--- src/rtl/dpmq_pkg.sv ---
// Package for the dual PIR motion qualifier: field widths, action codes,
// timing constants, the per-level tables and the controller/datapath structs.
// No dependencies.
`default_nettype none

package dpmq_pkg;

  localparam int unsigned TimeW   = 32;
  localparam int unsigned CountW  = 16;
  localparam int unsigned LevelW  = 2;
  localparam int unsigned ActionW = 2;
  localparam int unsigned PinW    = 2;

  localparam logic [TimeW-1:0] GlitchMs = TimeW'(20);
  localparam logic [TimeW-1:0] QuietMs  = TimeW'(300);
  localparam logic [LevelW-1:0] LevelReset = LevelW'(2);

  typedef enum logic [ActionW-1:0] {
    ACT_EDGE  = 2'd0,
    ACT_POLL  = 2'd1,
    ACT_CLEAR = 2'd2,
    ACT_NONE  = 2'd3
  } dpmq_action_t;

  // Encoding shared by the open pulse and the trigger direction.
  localparam logic [PinW-1:0] PIN_NONE = 2'd0;

  // Sensitivity timeout per level.
  function automatic logic [TimeW-1:0] timeout_ms(input logic [LevelW-1:0] lvl);
    logic [TimeW-1:0] t;
    unique case (lvl)
      2'd0:    t = TimeW'(0);
      2'd1:    t = TimeW'(10000);
      2'd2:    t = TimeW'(5000);
      default: t = TimeW'(2000);
    endcase
    return t;
  endfunction

  // Accepted-pulse limit per level.
  function automatic logic [CountW-1:0] event_limit(input logic [LevelW-1:0] lvl);
    logic [CountW-1:0] n;
    unique case (lvl)
      2'd0:    n = CountW'(32);
      2'd1:    n = CountW'(10);
      2'd2:    n = CountW'(5);
      default: n = CountW'(2);
    endcase
    return n;
  endfunction

  typedef struct packed {
    logic latch;      // capture the accepted item
    logic calc;       // register the time differences
    logic apply;      // update the movement record
    logic div_start;  // start the mean division
    logic load_out;   // move the result into the output register
  } dpmq_cmd_t;

  typedef struct packed {
    logic div_busy;
    logic out_free;
  } dpmq_sts_t;

endpackage

`default_nettype wire

--- src/rtl/dpmq_ifs.sv ---
// Valid/ready channel interfaces for the motion qualifier's item and result.
// Depends on dpmq_pkg for field widths.
`default_nettype none

interface dpmq_in_if;
  logic                          valid;
  logic                          ready;
  logic [dpmq_pkg::ActionW-1:0]  action;
  logic                          edge_pin;
  logic                          edge_falling;
  logic [dpmq_pkg::TimeW-1:0]    time_ms;
  logic                          level_h;
  logic                          level_l;

  modport source (output valid, action, edge_pin, edge_falling, time_ms, level_h, level_l,
                  input ready);
  modport sink   (input valid, action, edge_pin, edge_falling, time_ms, level_h, level_l,
                  output ready);
endinterface

interface dpmq_out_if;
  logic                          valid;
  logic                          ready;
  logic                          pulse_accepted;
  logic                          glitch_dropped;
  logic                          movement_end;
  logic                          limit_reached;
  logic [dpmq_pkg::PinW-1:0]     direction;
  logic [dpmq_pkg::CountW-1:0]   pulse_count;
  logic [dpmq_pkg::TimeW-1:0]    mean_duration;

  modport source (output valid, pulse_accepted, glitch_dropped, movement_end, limit_reached,
                  direction, pulse_count, mean_duration, input ready);
  modport sink   (input valid, pulse_accepted, glitch_dropped, movement_end, limit_reached,
                  direction, pulse_count, mean_duration, output ready);
endinterface

`default_nettype wire

--- src/rtl/dual_pir_motion_qualifier.sv ---
// Dual PIR motion qualifier, top level. An accepted item is captured, its time
// differences registered and the movement record updated, then a 32-step serial
// divide of the duration sum by the pulse count gives the mean for the result.
// A finished result waits in the output register while the next item is taken.
// Reset (synchronous, active low) clears the movement record, the timers and
// the output valid flag, and sets the sensitivity level to mid.
`default_nettype none

module dual_pir_motion_qualifier (
  input  wire logic                          clk,
  input  wire logic                          rst_n,
  input  wire logic                          cfg_we,
  input  wire logic [dpmq_pkg::LevelW-1:0]   cfg_wdata,
  dpmq_in_if.sink                            in_ch,
  dpmq_out_if.source                         out_ch
);
  import dpmq_pkg::*;

  dpmq_cmd_t cmd;
  dpmq_sts_t sts;

  // The controller walks each item through capture, difference, update,
  // divide and output phases; it only accepts an item while idle.
  dpmq_ctrl u_ctrl (
    .clk      (clk),
    .rst_n    (rst_n),
    .in_valid (in_ch.valid),
    .in_ready (in_ch.ready),
    .sts      (sts),
    .cmd      (cmd)
  );

  // The datapath holds the open pulse, the movement record, the
  // sensitivity register, the mean divider and the output register.
  dpmq_dp u_dp (
    .clk                (clk),
    .rst_n              (rst_n),
    .cmd                (cmd),
    .sts                (sts),
    .cfg_we             (cfg_we),
    .cfg_wdata          (cfg_wdata),
    .in_action          (in_ch.action),
    .in_edge_pin        (in_ch.edge_pin),
    .in_edge_falling    (in_ch.edge_falling),
    .in_time_ms         (in_ch.time_ms),
    .in_level_h         (in_ch.level_h),
    .in_level_l         (in_ch.level_l),
    .out_ready          (out_ch.ready),
    .out_valid          (out_ch.valid),
    .out_pulse_accepted (out_ch.pulse_accepted),
    .out_glitch_dropped (out_ch.glitch_dropped),
    .out_movement_end   (out_ch.movement_end),
    .out_limit_reached  (out_ch.limit_reached),
    .out_direction      (out_ch.direction),
    .out_pulse_count    (out_ch.pulse_count),
    .out_mean_duration  (out_ch.mean_duration)
  );

endmodule

`default_nettype wire

--- src/rtl/dpmq_div.sv ---
// Restoring serial divider, one quotient bit per cycle, for the mean duration.
// Depends on dpmq_pkg for widths.
`default_nettype none

module dpmq_div (
  input  wire logic                          clk,
  input  wire logic                          rst_n,
  input  wire logic                          start,
  input  wire logic [dpmq_pkg::TimeW-1:0]    dividend,
  input  wire logic [dpmq_pkg::CountW-1:0]   divisor,
  output logic                               busy,
  output logic [dpmq_pkg::TimeW-1:0]         quotient
);
  import dpmq_pkg::*;

  localparam int unsigned CntW = $clog2(TimeW);

  logic              busy_r, busy_nxt;
  logic [CntW-1:0]   cnt_r, cnt_nxt;
  logic [TimeW-1:0]  quo_r, quo_nxt;
  logic [CountW-1:0] rem_r, rem_nxt;
  logic [CountW-1:0] dvs_r, dvs_nxt;
  logic [CountW:0]   rem_shift;
  logic [CountW:0]   rem_diff;

  assign rem_shift = {rem_r, quo_r[TimeW-1]};
  assign rem_diff  = rem_shift - {1'b0, dvs_r};

  always_comb begin
    busy_nxt = busy_r;
    cnt_nxt  = cnt_r;
    quo_nxt  = quo_r;
    rem_nxt  = rem_r;
    dvs_nxt  = dvs_r;
    if (start) begin
      busy_nxt = 1'b1;
      cnt_nxt  = '0;
      quo_nxt  = dividend;
      rem_nxt  = '0;
      dvs_nxt  = divisor;
    end else if (busy_r) begin
      // The remainder stays below the divisor, so it fits in CountW bits.
      if (!rem_diff[CountW]) begin
        rem_nxt = rem_diff[CountW-1:0];
        quo_nxt = {quo_r[TimeW-2:0], 1'b1};
      end else begin
        rem_nxt = rem_shift[CountW-1:0];
        quo_nxt = {quo_r[TimeW-2:0], 1'b0};
      end
      cnt_nxt = cnt_r + CntW'(1);
      if (cnt_r == CntW'(TimeW - 1)) begin
        busy_nxt = 1'b0;
      end
    end
  end

  always_ff @(posedge clk) begin
    if (!rst_n) begin
      busy_r <= 1'b0;
      cnt_r  <= '0;
    end else begin
      busy_r <= busy_nxt;
      cnt_r  <= cnt_nxt;
    end
    quo_r <= quo_nxt;
    rem_r <= rem_nxt;
    dvs_r <= dvs_nxt;
  end

  assign busy     = busy_r;
  assign quotient = quo_r;

endmodule

`default_nettype wire

--- src/rtl/dpmq_ctrl.sv ---
// Sequencing state machine of the motion qualifier: takes one item at a time
// and steps the datapath through its phases. Depends on dpmq_pkg.
`default_nettype none

module dpmq_ctrl (
  input  wire logic                 clk,
  input  wire logic                 rst_n,
  input  wire logic                 in_valid,
  output logic                      in_ready,
  input  wire dpmq_pkg::dpmq_sts_t  sts,
  output dpmq_pkg::dpmq_cmd_t       cmd
);
  import dpmq_pkg::*;

  typedef enum logic [2:0] {
    ST_IDLE,
    ST_CALC,
    ST_APPLY,
    ST_DSTART,
    ST_DWAIT,
    ST_PUSH
  } state_t;

  state_t state_r, state_nxt;
  logic   ready_r;

  always_comb begin
    state_nxt = state_r;
    unique case (state_r)
      ST_IDLE:   if (in_valid && ready_r) state_nxt = ST_CALC;
      ST_CALC:   state_nxt = ST_APPLY;
      ST_APPLY:  state_nxt = ST_DSTART;
      ST_DSTART: state_nxt = ST_DWAIT;
      ST_DWAIT:  if (!sts.div_busy) state_nxt = ST_PUSH;
      ST_PUSH:   if (sts.out_free) state_nxt = ST_IDLE;
      default:   state_nxt = ST_IDLE;
    endcase
  end

  always_ff @(posedge clk) begin
    if (!rst_n) begin
      state_r <= ST_IDLE;
      ready_r <= 1'b0;
    end else begin
      state_r <= state_nxt;
      ready_r <= (state_nxt == ST_IDLE);
    end
  end

  always_comb begin
    cmd           = '0;
    cmd.latch     = (state_r == ST_IDLE) && in_valid && ready_r;
    cmd.calc      = (state_r == ST_CALC);
    cmd.apply     = (state_r == ST_APPLY);
    cmd.div_start = (state_r == ST_DSTART);
    cmd.load_out  = (state_r == ST_PUSH) && sts.out_free;
  end

  assign in_ready = ready_r;

endmodule

`default_nettype wire

--- src/rtl/dpmq_dp.sv ---
// Datapath of the motion qualifier: item capture, movement record, mean
// divider and output register. Depends on dpmq_pkg, dpmq_div.
`default_nettype none

module dpmq_dp (
  input  wire logic                          clk,
  input  wire logic                          rst_n,
  input  wire dpmq_pkg::dpmq_cmd_t           cmd,
  output dpmq_pkg::dpmq_sts_t                sts,
  input  wire logic                          cfg_we,
  input  wire logic [dpmq_pkg::LevelW-1:0]   cfg_wdata,
  input  wire logic [dpmq_pkg::ActionW-1:0]  in_action,
  input  wire logic                          in_edge_pin,
  input  wire logic                          in_edge_falling,
  input  wire logic [dpmq_pkg::TimeW-1:0]    in_time_ms,
  input  wire logic                          in_level_h,
  input  wire logic                          in_level_l,
  input  wire logic                          out_ready,
  output logic                               out_valid,
  output logic                               out_pulse_accepted,
  output logic                               out_glitch_dropped,
  output logic                               out_movement_end,
  output logic                               out_limit_reached,
  output logic [dpmq_pkg::PinW-1:0]          out_direction,
  output logic [dpmq_pkg::CountW-1:0]        out_pulse_count,
  output logic [dpmq_pkg::TimeW-1:0]         out_mean_duration
);
  import dpmq_pkg::*;

  // Captured item.
  logic [ActionW-1:0] act_r;
  logic               pin_r, fall_r, lvl_h_r, lvl_l_r;
  logic [TimeW-1:0]   now_r;

  // Differences taken in the calc phase.
  logic [TimeW-1:0]   dur_r;
  logic               quiet_r, tmo_r;

  // Movement record.
  logic [LevelW-1:0]  level_r, level_nxt;
  logic [PinW-1:0]    open_pin_r, open_pin_nxt;
  logic [TimeW-1:0]   open_start_r, open_start_nxt;
  logic [TimeW-1:0]   timer_start_r, timer_start_nxt;
  logic               has_pulse_r, has_pulse_nxt;
  logic [TimeW-1:0]   last_edge_r, last_edge_nxt;
  logic [TimeW-1:0]   sum_r, sum_nxt;
  logic [CountW-1:0]  count_r, count_nxt;
  logic [PinW-1:0]    dir_r, dir_nxt;
  logic               acc_f_r, acc_f_nxt, gl_f_r, gl_f_nxt, end_f_r, end_f_nxt;

  // Output register.
  logic               ovalid_r, ovalid_nxt;
  logic               o_acc_r, o_gl_r, o_end_r, o_lim_r;
  logic [PinW-1:0]    o_dir_r;
  logic [CountW-1:0]  o_cnt_r;
  logic [TimeW-1:0]   o_mean_r;

  logic [TimeW:0]     sum_add;
  logic [PinW-1:0]    edge_code;
  logic               div_busy;
  logic [TimeW-1:0]   quotient;

  dpmq_div u_div (
    .clk      (clk),
    .rst_n    (rst_n),
    .start    (cmd.div_start),
    .dividend (sum_r),
    .divisor  (count_r),
    .busy     (div_busy),
    .quotient (quotient)
  );

  // Pin H opens code 1, pin L code 2.
  assign edge_code = {pin_r, ~pin_r};
  assign sum_add   = {1'b0, sum_r} + {1'b0, dur_r};

  always_comb begin
    level_nxt       = cfg_we ? cfg_wdata : level_r;
    open_pin_nxt    = open_pin_r;
    open_start_nxt  = open_start_r;
    timer_start_nxt = timer_start_r;
    has_pulse_nxt   = has_pulse_r;
    last_edge_nxt   = last_edge_r;
    sum_nxt         = sum_r;
    count_nxt       = count_r;
    dir_nxt         = dir_r;
    acc_f_nxt       = acc_f_r;
    gl_f_nxt        = gl_f_r;
    end_f_nxt       = end_f_r;
    if (cmd.apply) begin
      acc_f_nxt = 1'b0;
      gl_f_nxt  = 1'b0;
      end_f_nxt = 1'b0;
      unique case (dpmq_action_t'(act_r))
        ACT_EDGE: begin
          if (fall_r) begin
            if (open_pin_r == PIN_NONE) begin
              open_pin_nxt    = edge_code;
              open_start_nxt  = now_r;
              timer_start_nxt = now_r;
            end
          end else if (open_pin_r == edge_code) begin
            if (dur_r >= GlitchMs) begin
              // The closing edge time is the pulse start plus its length.
              has_pulse_nxt = 1'b1;
              last_edge_nxt = now_r;
              if (count_r == '0) begin
                dir_nxt = open_pin_r;
              end
              if (count_r != '1) begin
                count_nxt = count_r + CountW'(1);
              end
              sum_nxt   = sum_add[TimeW] ? '1 : sum_add[TimeW-1:0];
              acc_f_nxt = 1'b1;
            end else begin
              gl_f_nxt = 1'b1;
            end
            open_pin_nxt = PIN_NONE;
          end
        end
        ACT_POLL: begin
          end_f_nxt = has_pulse_r && lvl_h_r && lvl_l_r && (quiet_r || tmo_r);
        end
        ACT_CLEAR: begin
          open_pin_nxt  = PIN_NONE;
          has_pulse_nxt = 1'b0;
          sum_nxt       = '0;
          count_nxt     = '0;
          dir_nxt       = PIN_NONE;
        end
        ACT_NONE: begin
        end
        default: begin
        end
      endcase
    end
  end

  assign ovalid_nxt = cmd.load_out ? 1'b1 : (out_ready ? 1'b0 : ovalid_r);

  always_ff @(posedge clk) begin
    if (!rst_n) begin
      level_r       <= LevelReset;
      open_pin_r    <= PIN_NONE;
      open_start_r  <= '0;
      timer_start_r <= '0;
      has_pulse_r   <= 1'b0;
      last_edge_r   <= '0;
      sum_r         <= '0;
      count_r       <= '0;
      dir_r         <= PIN_NONE;
      acc_f_r       <= 1'b0;
      gl_f_r        <= 1'b0;
      end_f_r       <= 1'b0;
      ovalid_r      <= 1'b0;
    end else begin
      level_r       <= level_nxt;
      open_pin_r    <= open_pin_nxt;
      open_start_r  <= open_start_nxt;
      timer_start_r <= timer_start_nxt;
      has_pulse_r   <= has_pulse_nxt;
      last_edge_r   <= last_edge_nxt;
      sum_r         <= sum_nxt;
      count_r       <= count_nxt;
      dir_r         <= dir_nxt;
      acc_f_r       <= acc_f_nxt;
      gl_f_r        <= gl_f_nxt;
      end_f_r       <= end_f_nxt;
      ovalid_r      <= ovalid_nxt;
    end
  end

  always_ff @(posedge clk) begin
    if (cmd.latch) begin
      act_r   <= in_action;
      pin_r   <= in_edge_pin;
      fall_r  <= in_edge_falling;
      now_r   <= in_time_ms;
      lvl_h_r <= in_level_h;
      lvl_l_r <= in_level_l;
    end
    if (cmd.calc) begin
      dur_r   <= now_r - open_start_r;
      quiet_r <= (now_r - last_edge_r) > QuietMs;
      tmo_r   <= (now_r - timer_start_r) >= timeout_ms(level_r);
    end
    if (cmd.load_out) begin
      o_acc_r  <= acc_f_r;
      o_gl_r   <= gl_f_r;
      o_end_r  <= end_f_r;
      o_lim_r  <= count_r >= event_limit(level_r);
      o_dir_r  <= dir_r;
      o_cnt_r  <= count_r;
      o_mean_r <= (count_r == '0) ? '0 : quotient;
    end
  end

  always_comb begin
    sts          = '0;
    sts.div_busy = div_busy;
    sts.out_free = !ovalid_r || out_ready;
  end

  assign out_valid          = ovalid_r;
  assign out_pulse_accepted = o_acc_r;
  assign out_glitch_dropped = o_gl_r;
  assign out_movement_end   = o_end_r;
  assign out_limit_reached  = o_lim_r;
  assign out_direction      = o_dir_r;
  assign out_pulse_count    = o_cnt_r;
  assign out_mean_duration  = o_mean_r;

endmodule

`default_nettype wire

--- src/flat_wrapper.sv ---
// flat-port wrapper written by rule: the top's interface ports become plain ports
module dual_pir_motion_qualifier_flat import dpmq_pkg::*;
  (clk, rst_n, cfg_we, cfg_wdata, in_ch_valid, in_ch_action, in_ch_edge_pin, in_ch_edge_falling, in_ch_time_ms, in_ch_level_h, in_ch_level_l, in_ch_ready, out_ch_valid, out_ch_pulse_accepted, out_ch_glitch_dropped, out_ch_movement_end, out_ch_limit_reached, out_ch_direction, out_ch_pulse_count, out_ch_mean_duration, out_ch_ready);
  dpmq_in_if in_ch_i ();
  dpmq_out_if out_ch_i ();
  input  wire logic clk;
  input  wire logic rst_n;
  input  wire logic cfg_we;
  input  wire logic [dpmq_pkg::LevelW-1:0] cfg_wdata;
  input wire logic [$bits(in_ch_i.valid)-1:0] in_ch_valid;
  input wire logic [$bits(in_ch_i.action)-1:0] in_ch_action;
  input wire logic [$bits(in_ch_i.edge_pin)-1:0] in_ch_edge_pin;
  input wire logic [$bits(in_ch_i.edge_falling)-1:0] in_ch_edge_falling;
  input wire logic [$bits(in_ch_i.time_ms)-1:0] in_ch_time_ms;
  input wire logic [$bits(in_ch_i.level_h)-1:0] in_ch_level_h;
  input wire logic [$bits(in_ch_i.level_l)-1:0] in_ch_level_l;
  output wire logic [$bits(in_ch_i.ready)-1:0] in_ch_ready;
  output wire logic [$bits(out_ch_i.valid)-1:0] out_ch_valid;
  output wire logic [$bits(out_ch_i.pulse_accepted)-1:0] out_ch_pulse_accepted;
  output wire logic [$bits(out_ch_i.glitch_dropped)-1:0] out_ch_glitch_dropped;
  output wire logic [$bits(out_ch_i.movement_end)-1:0] out_ch_movement_end;
  output wire logic [$bits(out_ch_i.limit_reached)-1:0] out_ch_limit_reached;
  output wire logic [$bits(out_ch_i.direction)-1:0] out_ch_direction;
  output wire logic [$bits(out_ch_i.pulse_count)-1:0] out_ch_pulse_count;
  output wire logic [$bits(out_ch_i.mean_duration)-1:0] out_ch_mean_duration;
  input wire logic [$bits(out_ch_i.ready)-1:0] out_ch_ready;
  assign in_ch_i.valid = in_ch_valid;
  assign in_ch_i.action = in_ch_action;
  assign in_ch_i.edge_pin = in_ch_edge_pin;
  assign in_ch_i.edge_falling = in_ch_edge_falling;
  assign in_ch_i.time_ms = in_ch_time_ms;
  assign in_ch_i.level_h = in_ch_level_h;
  assign in_ch_i.level_l = in_ch_level_l;
  assign in_ch_ready = in_ch_i.ready;
  assign out_ch_valid = out_ch_i.valid;
  assign out_ch_pulse_accepted = out_ch_i.pulse_accepted;
  assign out_ch_glitch_dropped = out_ch_i.glitch_dropped;
  assign out_ch_movement_end = out_ch_i.movement_end;
  assign out_ch_limit_reached = out_ch_i.limit_reached;
  assign out_ch_direction = out_ch_i.direction;
  assign out_ch_pulse_count = out_ch_i.pulse_count;
  assign out_ch_mean_duration = out_ch_i.mean_duration;
  assign out_ch_i.ready = out_ch_ready;
  dual_pir_motion_qualifier u_core (.clk(clk), .rst_n(rst_n), .cfg_we(cfg_we), .cfg_wdata(cfg_wdata), .in_ch(in_ch_i), .out_ch(out_ch_i));
endmodule
--- config.mk ---
export PLATFORM = sky130hd
export DESIGN_NAME = dual_pir_motion_qualifier_flat
export DESIGN_NICKNAME = d
export VERILOG_FILES = /design/src/rtl/dpmq_pkg.sv /design/src/rtl/dpmq_ifs.sv /design/src/rtl/dual_pir_motion_qualifier.sv /design/src/rtl/dpmq_div.sv /design/src/rtl/dpmq_ctrl.sv /design/src/rtl/dpmq_dp.sv /design/src/flat_wrapper.sv
export SDC_FILE = /design/constraint.sdc
export NUM_CORES = 1
export LEC_CHECK = 0
export BUFFER_PORTS_ARGS = -buffer_cell sky130_fd_sc_hd__buf_2
export CORE_MARGIN = 5
export CORE_UTILIZATION = 55
export CTS_CLUSTER_DIAMETER = 60
export DETAILED_ROUTE_END_ITERATION = 7
export GPL_ROUTABILITY_DRIVEN = 0
export HOLD_SLACK_MARGIN = 0.15
export PLACE_DENSITY_LB_ADDON = 0.1
export SLEW_MARGIN = 20
export SYNTH_ARGS = -nofsm -noshare
export SYNTH_HDL_FRONTEND = slang
export SYNTH_SLANG_ARGS = --single-unit
export TNS_END_PERCENT = 100
--- constraint.sdc ---
create_clock -name clk -period 6.2 [get_ports clk]
set_input_delay 0.31 -clock clk [delete_from_list [all_inputs] [get_ports clk]]
set_output_delay 0.31 -clock clk [all_outputs]
set_load 0.05 [all_outputs]
==> results.md, run 1 <==
* Outcome: finished clean
* Register area share after synthesis at 45.0%
* Port Buffers at 100
* Floorplan die width at 192 um
* Mux cell area share after synthesis at 1.21%
* Worst hold-check path type: reg -> reg
* Most frequent cells in the layout: nand2_1 (370), edfxtp_1 (174), dfxtp_1 (149)
* Total global-route track usage at 21.2%
* Sequential Power Share at 41.7%
* Clk sinks at 323
* Crit share post-route at 73.3%
* Sw Ratio at 28.9%
* Worst path cell trace: inv_1 > ha_1 > inv_1 > fa_1 > a211o_1 > a21oi_1 > nor2_1 > nand2_1 > nand2b_1 > a21oi_1 > xnor2_1 > ha_1 > a31o_2 > a21o_1 > or3b_1 > a2111oi_0 > nand4bb_1 > nor4_2 > nand4b_1
* Tmin final at 4.55 ns
* Initial antenna violation count at 0
* Worst Setup End Kind: flip-flop
* Htree depth at 2
* Post-Synth Simple-Gate Area at 18.0%
* Avg Cell Area, Syn at 9.35 um2
* Height of the die at 192 um
* Cell Area, Synth at 18300 um2
* Crit path arrival time at 4.81 ns
* CTS tree: done
* Final hold slack at 0.436 ns
* Pwr per Cell Area at 293 nW/um2
* Initial DRC Count at 664
* Post-synth cell types at 92
* Buf/Inv on CP at 2
* Max Slew Vio Count at 0
* Post-Syn Instances at 1952
* Clock skew at 0.0185 ns
* Area grow syn2layout at 14.1%
* Final wirelength at 39.2 mm
* Num CTS Buffers at 38
* Post-synthesis xor/xnor area fraction at 4.65%
* WL/cell at 15.4 um
* Main combinational cell family by area after synthesis: simple AND/OR/NAND/NOR gates
* Vias in the first global route at 13342
* Nets at 2255
* Clock latency on the worst-skew pair at 0.53 ns
* Row cnt at 66
* Clock Tree Root: clkbuf_16
* Core Region at 32600 um2
* Die ar. at 36900 um2
* # Max-Cap Violations at 0
* Multi-input combinational cell area at 9310 um2
* Worst path max stage delay at 0.41 ns
* Synth Area in Compound Gates at 17.8%
* ANT nets after route at 0
* Top delay family on crit path: compound AO/OA/AOI/OAI gates
* EDFF count, synth at 174
* Combinational Power Share at 22.1%
* Fraction of layout cells with a size suffix above 1 at 10.3%
* Top FF cell, synth: edfxtp_1
* Syn nets at 2129
* Via density at 5.47
* IO Count at 101
* Commonest non-fill, non-tap cell in the layout: nand2_1
* LEAKAGE at 0.00825 uW
* Yosys warning count at 0
* Clock slew at reported path FFs at 0.06 ns
* DPL Wire Length at 28.9 mm
* Internal at 4330 uW
* CP Launch Type: flip-flop
* Placement Cell Area at 19100 um2
* Critical-path top delay cell: fa_1
* Final setup violating endpoints at 0
* First-pass GRT wire length at 64.9 mm
* Drt pass-1 iters at 5
* Power, Total at 6100 uW
* DR DRC count at 0
* Largest net degree at the start of global routing at 57
* Synth Register Bits at 323
* Ant. Diodes at 0
* TNS Setup at 0 ns
* Clock power frac at 36.2%
* Clock tree buffer depth at 3
* RSZ-0062 raised after global routing: false
* # Post-CTS Setup Buffers at 0
* Hold Fails Final Rpt at 0
* Fillcell total at 2744
* Relative slew margins at 34.0%
* Fmax at 0.220 GHz
* Design area at 20800 um2
* Max FO, Critical Path at 4
* Slew of the pin with the lowest slew margin at 0.990 ns
* Worst Setup Path Type: reg -> reg
* Required time worst endpoint at 6.47 ns
* Peak supply drop at 237 uV
* Synth async-reset ratio at 0%
* Net Sw Power at 1760 uW
* Initial core utilization at 56.0%
* Register area at 8210 um2
* # resized after CTS at 0
* Reg2Reg Setup Slack at 1.65 ns
* Via count at 13955
* Synthesized-area fraction occupied by adder cells at 9.21%
* Grt ovf at 0
worst register-to-register path, stage by stage (launching register included):
cell,delay (ns)
edfxtp_1,0.40
inv_1,0.10
ha_1,0.19
inv_1,0.06
fa_1,0.41
a211o_1,0.35
a21oi_1,0.19
nor2_1,0.10
nand2_1,0.14
nand2b_1,0.07
a21oi_1,0.17
xnor2_1,0.18
ha_1,0.29
a31o_2,0.24
a21o_1,0.16
or3b_1,0.35
a2111oi_0,0.38
nand4bb_1,0.17
nor4_2,0.23
nand4b_1,0.11
synth_stat cells, drive strengths merged, types with 7 or more instances:
| cell | instances | share of area (%) |
|---|---|---|
| and3 | 13 | 0.45 |
| o211ai | 10 | 0.44 |
| a31oi | 7 | 0.24 |
| inv | 118 | 2.4 |
| ha | 128 | 8.8 |
| o21bai | 11 | 0.45 |
| a211oi | 22 | 0.93 |
| o21ai | 108 | 3.0 |
| nand4 | 15 | 0.51 |
| xor2 | 48 | 2.3 |
| xnor2 | 49 | 2.4 |
| dfxtp | 149 | 16 |
| nand3 | 31 | 0.85 |
| a21o | 39 | 1.6 |
| or2 | 7 | 0.24 |
| clkbuf | 57 | 1.2 |
| o31ai | 9 | 0.40 |
| o2111ai | 9 | 0.43 |
| mux2i | 21 | 1.2 |
| a21oi | 95 | 2.7 |
| nand2b | 30 | 1.0 |
| nor2b | 54 | 1.9 |
| or3 | 11 | 0.38 |
| o21a | 21 | 0.86 |
| and2 | 11 | 0.42 |
| nand2 | 370 | 7.6 |
| a211o | 9 | 0.43 |
| o22ai | 10 | 0.38 |
| nor4 | 21 | 0.75 |
| nor2 | 95 | 2.0 |
| a21boi | 76 | 3.1 |
| edfxtp | 174 | 29 |
| nor3 | 28 | 0.80 |
| buf | 16 | 0.56 |
routing by layer:
layer	GRT usage, %	wire [um]	vias to the layer above
met5	0	0	-
met4	7.10	1200	0
met3	3.14	1790	85
met2	34.9	18100	267
met1	28.7	18000	6410
li1	-	-	7193
power groups by stage:
stage	registers (uW)	logic [uW]	clock network, uW
6_report	2540	1340	2210
5_1_grt	2560	1510	2350
4_1_cts	2540	1340	2260
3_5_place_dp	2590	1310	0
3_3_place_gp	2580	1290	0
2_1_floorplan	2550	1050	0
registers in the layout, summed over array words and instances (netlist names), 3 cells and up:
name / cells
u_core.u_ctrl.state_r: 3
u_core.u_dp.count_r: 16
u_core.u_dp.dur_r: 32
u_core.u_dp.last_edge_r: 32
u_core.u_dp.now_r: 32
u_core.u_dp.out_mean_duration: 32
u_core.u_dp.out_pulse_count: 16
u_core.u_dp.sum_r: 32
u_core.u_dp.timer_start_r: 32
u_core.u_dp.u_div.cnt_r: 5
u_core.u_dp.u_div.dvs_r: 16
u_core.u_dp.u_div.quotient: 32
u_core.u_dp.u_div.rem_r: 16
kinds of logic (layout without fill, tap and decap cells):
family	Yosys count	in the layout
adder cells (fa/ha/maj)	132	132
multiplexers	22	22
AND/OR/NAND/NOR	712	712
buffers and inverters	191	346
XOR/XNOR	97	97
AO/OA/AOI/OAI	475	475
flip-flops	323	323
final timing paths:
kind                                          start                                endpoint  depth (start not counted)
setup / recovery     u_core.u_dp.now_r[0]$_DFFE_PP_             u_core.u_dp.tmo_r$_DFFE_PP_                         19
hold reg to reg   u_core.u_dp.dir_r[0]$_SDFFE_PN0P_  u_core.u_dp.out_direction[0]$_DFFE_PP_                          0
setup reg to reg     u_core.u_dp.now_r[0]$_DFFE_PP_             u_core.u_dp.tmo_r$_DFFE_PP_                         19
hold / removal    u_core.u_dp.dir_r[0]$_SDFFE_PN0P_  u_core.u_dp.out_direction[0]$_DFFE_PP_                          0
what timing repair did:
action	4_1_cts	5_1_grt
endpoints found under the hold margin	55	0
hold buffers	45	0
endpoints found under the setup margin	0	0
cell type report:
type                            instances  area share, %
Multi-Input combinational cell       1438           44.7
Sequential cell                       323           39.4
Clock buffer                           52           5.27
Timing Repair Buffer                  159           5.07
Tap cell                              442           2.66
Inverter                              118           2.13
Clock inverter                         17          0.757
metrics by stage:
step	worst slack, ns	instances	util, %
2_1_floorplan	0.962	1952	-
3_3_place_gp	1.70	2435	58.6
3_5_place_dp	1.63	2435	58.6
4_1_cts	1.63	2549	63.9
5_1_grt	1.27	2549	63.9
6_report	1.65	2549	63.9
Note: power is estimated with default switching activity, not from simulation.
==> run 2: changes to the inputs <==
- clock period: 6.2 -> 4.3 ns (I/O delays scaled with it)
==> results.md, run 2 (same netlist as run 1, synthesis figures left out) <==
* Nets at 2269
* ANT nets after route at 0
* Crit path arrival time at 4.48 ns
* Initial DRC Count at 668
* Crit share post-route at 98.5%
* Final cell count without fillers at 2563
* Reg2Reg Setup Slack at 0.07 ns
* RSZ-0062 raised after global routing: true
* Clock skew at 0.0158 ns
* CP Launch Type: flip-flop
* Worst Setup Path Type: reg -> reg
* Reg2reg end: u_core.u_dp.tmo_r$_DFFE_PP_
* Fraction of layout cells with a size suffix above 1 at 11.5%
* Worst Setup End Kind: flip-flop
* Tmin final at 4.23 ns
* First-pass GRT wire length at 66.0 mm
* Most frequent cells in the layout: nand2_1 (369), edfxtp_1 (174), dfxtp_1 (149)
* Via count at 14092
* Vias in the first global route at 13561
* Clock Tree Root: clkbuf_16
* Num CTS Buffers at 37
* Area grow syn2layout at 15.0%
* Die ar. at 36900 um2
* Reg2Reg Depth at 19
* Hold depth at 2
* Fmax at 0.236 GHz
* Relative slew margins at 33.3%
* IO Count at 101
* Row cnt at 66
* Pre-CTS setup slack at -0.221 ns
* CTS tree: done
* Clk sinks at 323
* Placement Cell Area at 19200 um2
* Htree depth at 2
* DPL Wire Length at 29.4 mm
* LEAKAGE at 0.00832 uW
* Via density at 5.50
* Floorplan die width at 192 um
* Outcome: finished clean
* Largest net degree at the start of global routing at 57
* Worst hold-check path type: in -> reg
* Initial antenna violation count at 0
* Core Region at 32600 um2
* Pwr per Cell Area at 420 nW/um2
* Max Slew Vio Count at 0
* Height of the die at 192 um
* Final wirelength at 39.9 mm
* Initial core utilization at 56.0%
* Hold_sp: rst_n
* Ant. Diodes at 0
* DR DRC count at 0
* Grt ovf at 0
* Port Buffers at 100
* Max FO, Critical Path at 3
* Peak supply drop at 335 uV
* Final setup violating endpoints at 0
* Required time worst endpoint at 4.54 ns
* Final hold slack at 0.274 ns
* Placed cells at 2446
* Hold Fails Final Rpt at 0
* Clock tree buffer depth at 3
* Clock latency on the worst-skew pair at 0.51 ns
* Drt pass-1 iters at 4
* RR Startpoint: u_core.u_dp.now_r[0]$_DFFE_PP_
* Slew of the pin with the lowest slew margin at 1.00 ns
* Minimum setup slack in the final design at 0.0659 ns
* Hold Path End: u_core.u_dp.last_edge_r[17]$_SDFFE_PN0P_
* Clock slew at reported path FFs at 0.06 ns
* Commonest non-fill, non-tap cell in the layout: nand2_1
* WL/cell at 15.6 um
* Final Util at 64.3%
* Design area at 21000 um2
* Total global-route track usage at 21.5%
* # Max-Cap Violations at 0
-- run 2: how the worst max path moves through the flow --
stage	start	to	cells after the start
2_1_floorplan	u_core.u_dp.now_r[0]$_DFFE_PP_	u_core.u_dp.tmo_r$_DFFE_PP_	19
3_3_place_gp	u_core.u_dp.now_r[0]$_DFFE_PP_	u_core.u_dp.tmo_r$_DFFE_PP_	19
3_5_place_dp	u_core.u_dp.now_r[0]$_DFFE_PP_	u_core.u_dp.tmo_r$_DFFE_PP_	19
4_1_cts	u_core.u_dp.now_r[0]$_DFFE_PP_	u_core.u_dp.tmo_r$_DFFE_PP_	19
5_1_grt	u_core.u_dp.now_r[0]$_DFFE_PP_	u_core.u_dp.tmo_r$_DFFE_PP_	19
6_report	u_core.u_dp.now_r[0]$_DFFE_PP_	u_core.u_dp.tmo_r$_DFFE_PP_	19
-- run 2: cell type report --
class / count / area [um2]
clock buffers: 49 / 1040
fillers: 2720 / 11600
inverters: 118 / 443
flip-flops and latches: 323 / 8210
repair buffers: 174 / 1170
multi-input cells: 1438 / 9370
well taps: 442 / 553
clock inverters: 19 / 204
-- run 2: metal layers --
| metal | global-route usage, % | share of wire (%) | vias to the layer above |
|---|---|---|---|
| li1 | - | - | 7211 |
| met1 | 28.6 | 45 | 6475 |
| met2 | 36.0 | 46 | 332 |
| met3 | 3.14 | 5.1 | 74 |
| met4 | 7.38 | 3.2 | 0 |
| met5 | 0 | 0 | - |
-- run 2: what timing repair did --
action                                  4_1_cts  5_1_grt
resized for setup                             5        8
pin swaps                                     7       10
endpoints found under the hold margin        41        0
endpoints found under the setup margin        1        2
buffers inserted                              2        3
hold buffers                                 44        0
-- run 2: critical path: stages, from the launching register on --
cell       delay (ns)
edfxtp_1         0.41
inv_2            0.08
ha_2             0.16
inv_1            0.05
fa_2             0.34
a211o_1          0.35
a21oi_2          0.17
nor2_2           0.07
nand2_2          0.09
nand2b_1         0.08
a21oi_2          0.19
xnor2_2          0.15
ha_1             0.27
a31o_2           0.24
a21o_1           0.17
or3b_4           0.40
a2111oi_4        0.19
nand4bb_1        0.15
nor4_2           0.26
nand4b_1         0.13
-- run 2: where the power goes --
group	internal (uW)	switching [uW]	leakage (uW)
Clock	1910	1240	0.000595
Sequential	3490	177	0.00282
Combinational	866	1140	0.00490
-- run 2: stage by stage --
step	total power, uW	TNS (ns)
floorplan	5190	0
global placement	5610	-0.0542
detailed placement	5650	-0.221
CTS	8880	0
global route	9290	-0.146
finish	8820	0
==> run 3: changes to the inputs <==
- PLACE_DENSITY: not set -> 0.73
- PLACE_DENSITY_LB_ADDON: 0.1 -> not set
- SKIP_CTS_REPAIR_TIMING: not set -> 1
- clock period: 4.3 -> 4.2 ns (I/O delays scaled with it)
==> results.md, run 3 (same netlist as run 1, synthesis figures left out) <==
* DPL Wire Length at 28.7 mm
* Initial core utilization at 56.0%
* Commonest non-fill, non-tap cell in the layout: nand2_1
* Design area at 21000 um2
* Grt ovf at 0
* CP startpoint: u_core.u_dp.now_r[0]$_DFFE_PP_
* Height of the die at 192 um
* Max FO, Critical Path at 3
* First-pass GRT wire length at 64.6 mm
* Initial antenna violation count at 0
* Worst Setup EP: u_core.u_dp.tmo_r$_DFFE_PP_
* Multi-input combinational cell area at 9380 um2
* Outcome: finished clean
* RSZ-0062 raised after global routing: true
* Crit share post-route at 97.2%
* Fraction of layout cells with a size suffix above 1 at 11.5%
* Total global-route track usage at 20.9%
* CP Launch Type: flip-flop
* LEAKAGE at 0.00831 uW
* Via count at 14202
* DR DRC count at 0
* Hold depth at 2
* Worst Setup End Kind: flip-flop
* RR Startpoint: u_core.u_dp.now_r[0]$_DFFE_PP_
* Floorplan die width at 192 um
* WL/cell at 15.4 um
* Clock latency on the worst-skew pair at 0.53 ns
* Largest net degree at the start of global routing at 60
* Fillcell total at 2653
* Reg2reg end: u_core.u_dp.tmo_r$_DFFE_PP_
* Htree depth at 2
* Required time worst endpoint at 4.47 ns
* Clock Tree Root: clkbuf_16
* Row cnt at 66
* Port Buffers at 100
* Vias in the first global route at 13247
* Clock tree buffer depth at 3
* Initial DRC Count at 730
* Fmax at 0.245 GHz
* # Max-Cap Violations at 0
* Register area at 8210 um2
* Die ar. at 36900 um2
* Peak supply drop at 375 uV
* Max Slew Vio Count at 0
* Core Region at 32600 um2
* Tmin final at 4.08 ns
* Nets at 2269
* Via density at 5.54
* Reg2Reg Depth at 19
* IO Count at 101
* ANT nets after route at 0
* Placed cells at 2448
* Final cell count without fillers at 2564
* Drt pass-1 iters at 5
* Hold Fails Final Rpt at 0
* Power, Total at 8930 uW
* Final wirelength at 39.4 mm
* Placement Cell Area at 19200 um2
* Most frequent cells in the layout: nand2_1 (369), edfxtp_1 (174), dfxtp_1 (149)
* Reg2Reg Setup Slack at 0.12 ns
* Clock slew at reported path FFs at 0.06 ns
* Pwr per Cell Area at 426 nW/um2
* CTS tree: done
* Final Util at 64.2%
* Relative slew margins at 33.1%
* Crit path arrival time at 4.35 ns
* Slew of the pin with the lowest slew margin at 1.00 ns
* Area grow syn2layout at 14.8%
* Ant. Diodes at 0
* Worst hold-check path type: in -> reg
* Num CTS Buffers at 38
* Clock skew at 0.0178 ns
* Worst Setup Path Type: reg -> reg
* Clk sinks at 323
* Final setup violating endpoints at 0
==> run 3: changes by cell type in the layout (fill, tap and decap cells not counted), moves of 2 or more <==
cell and delta:
clkinvlp_4 -2, clkinv_8 +3, bufinv_16 -3, clkinv_2 +4, clkinv_4 -3
==> run 3: worst max-delay path, cell delays in order (launching register included) <==
cell and delay [ns]:
edfxtp_1 0.42, inv_2 0.10, ha_4 0.13, inv_2 0.03
fa_2 0.35, a211o_1 0.29, a21oi_2 0.19, nor2_2 0.07
nand2_2 0.10, nand2b_1 0.07, a21oi_2 0.17, xnor2_2 0.15
ha_1 0.29, a31o_2 0.21, a21o_1 0.15, or3b_4 0.38
a2111oi_4 0.32, nand4bb_1 0.15, nor4_2 0.14, nand4b_1 0.11
==> run 3: worst min-delay path by stage <==
stage	startpoint	end	slack, ns
after floorplan	in_ch_action[0]	u_core.u_dp.act_r[0]$_DFFE_PP_	0.31
final	in_ch_time_ms[9]	u_core.u_dp.now_r[9]$_DFFE_PP_	0.39
after CTS	in_ch_time_ms[10]	u_core.u_dp.now_r[10]$_DFFE_PP_	-0.16
after global placement	in_ch_time_ms[30]	u_core.u_dp.now_r[30]$_DFFE_PP_	0.39
after global routing	in_ch_action[0]	u_core.u_dp.act_r[0]$_DFFE_PP_	0.39
after detailed placement	in_ch_time_ms[19]	u_core.u_dp.now_r[19]$_DFFE_PP_	0.39
==> run 3: final cells by class <==
| cell class | instances | share of cell area [%] |
|---|---|---|
| clock buffer | 51 | 5.06 |
| clock inverter | 19 | 0.716 |
| inverter | 118 | 2.11 |
| multi-input combinational | 1438 | 44.8 |
| sequential | 323 | 39.2 |
| tap | 442 | 2.64 |
| timing repair buffer | 173 | 5.53 |
==> run 3: report_power, final <==
part	switching (uW)	internal (uW)	total [uW]
clock network	1300	1810	3110
registers	178	3580	3760
logic	1170	892	2060
total	2650	6280	8930
==> run 3: metal layers <==
metal	global-route usage (%)	wire, um	vias to the layer above
met3	2.67	2060	70
met5	0	0	-
met4	5.98	978	0
met2	35.0	18600	366
li1	-	-	7218
met1	28.6	17700	6548
==> run 3: metrics by stage <==
| stage | setup WS [ns] | hold slack, ns | TNS [ns] |
|---|---|---|---|
| global placement | -0.196 | 0.387 | -0.196 |
| finish | 0.117 | 0.389 | 0 |
| floorplan | 0.116 | 0.309 | 0 |
| global route | -0.0989 | 0.388 | -0.0989 |
| detailed placement | -0.323 | 0.388 | -0.323 |
| CTS | -0.322 | -0.163 | -0.322 |
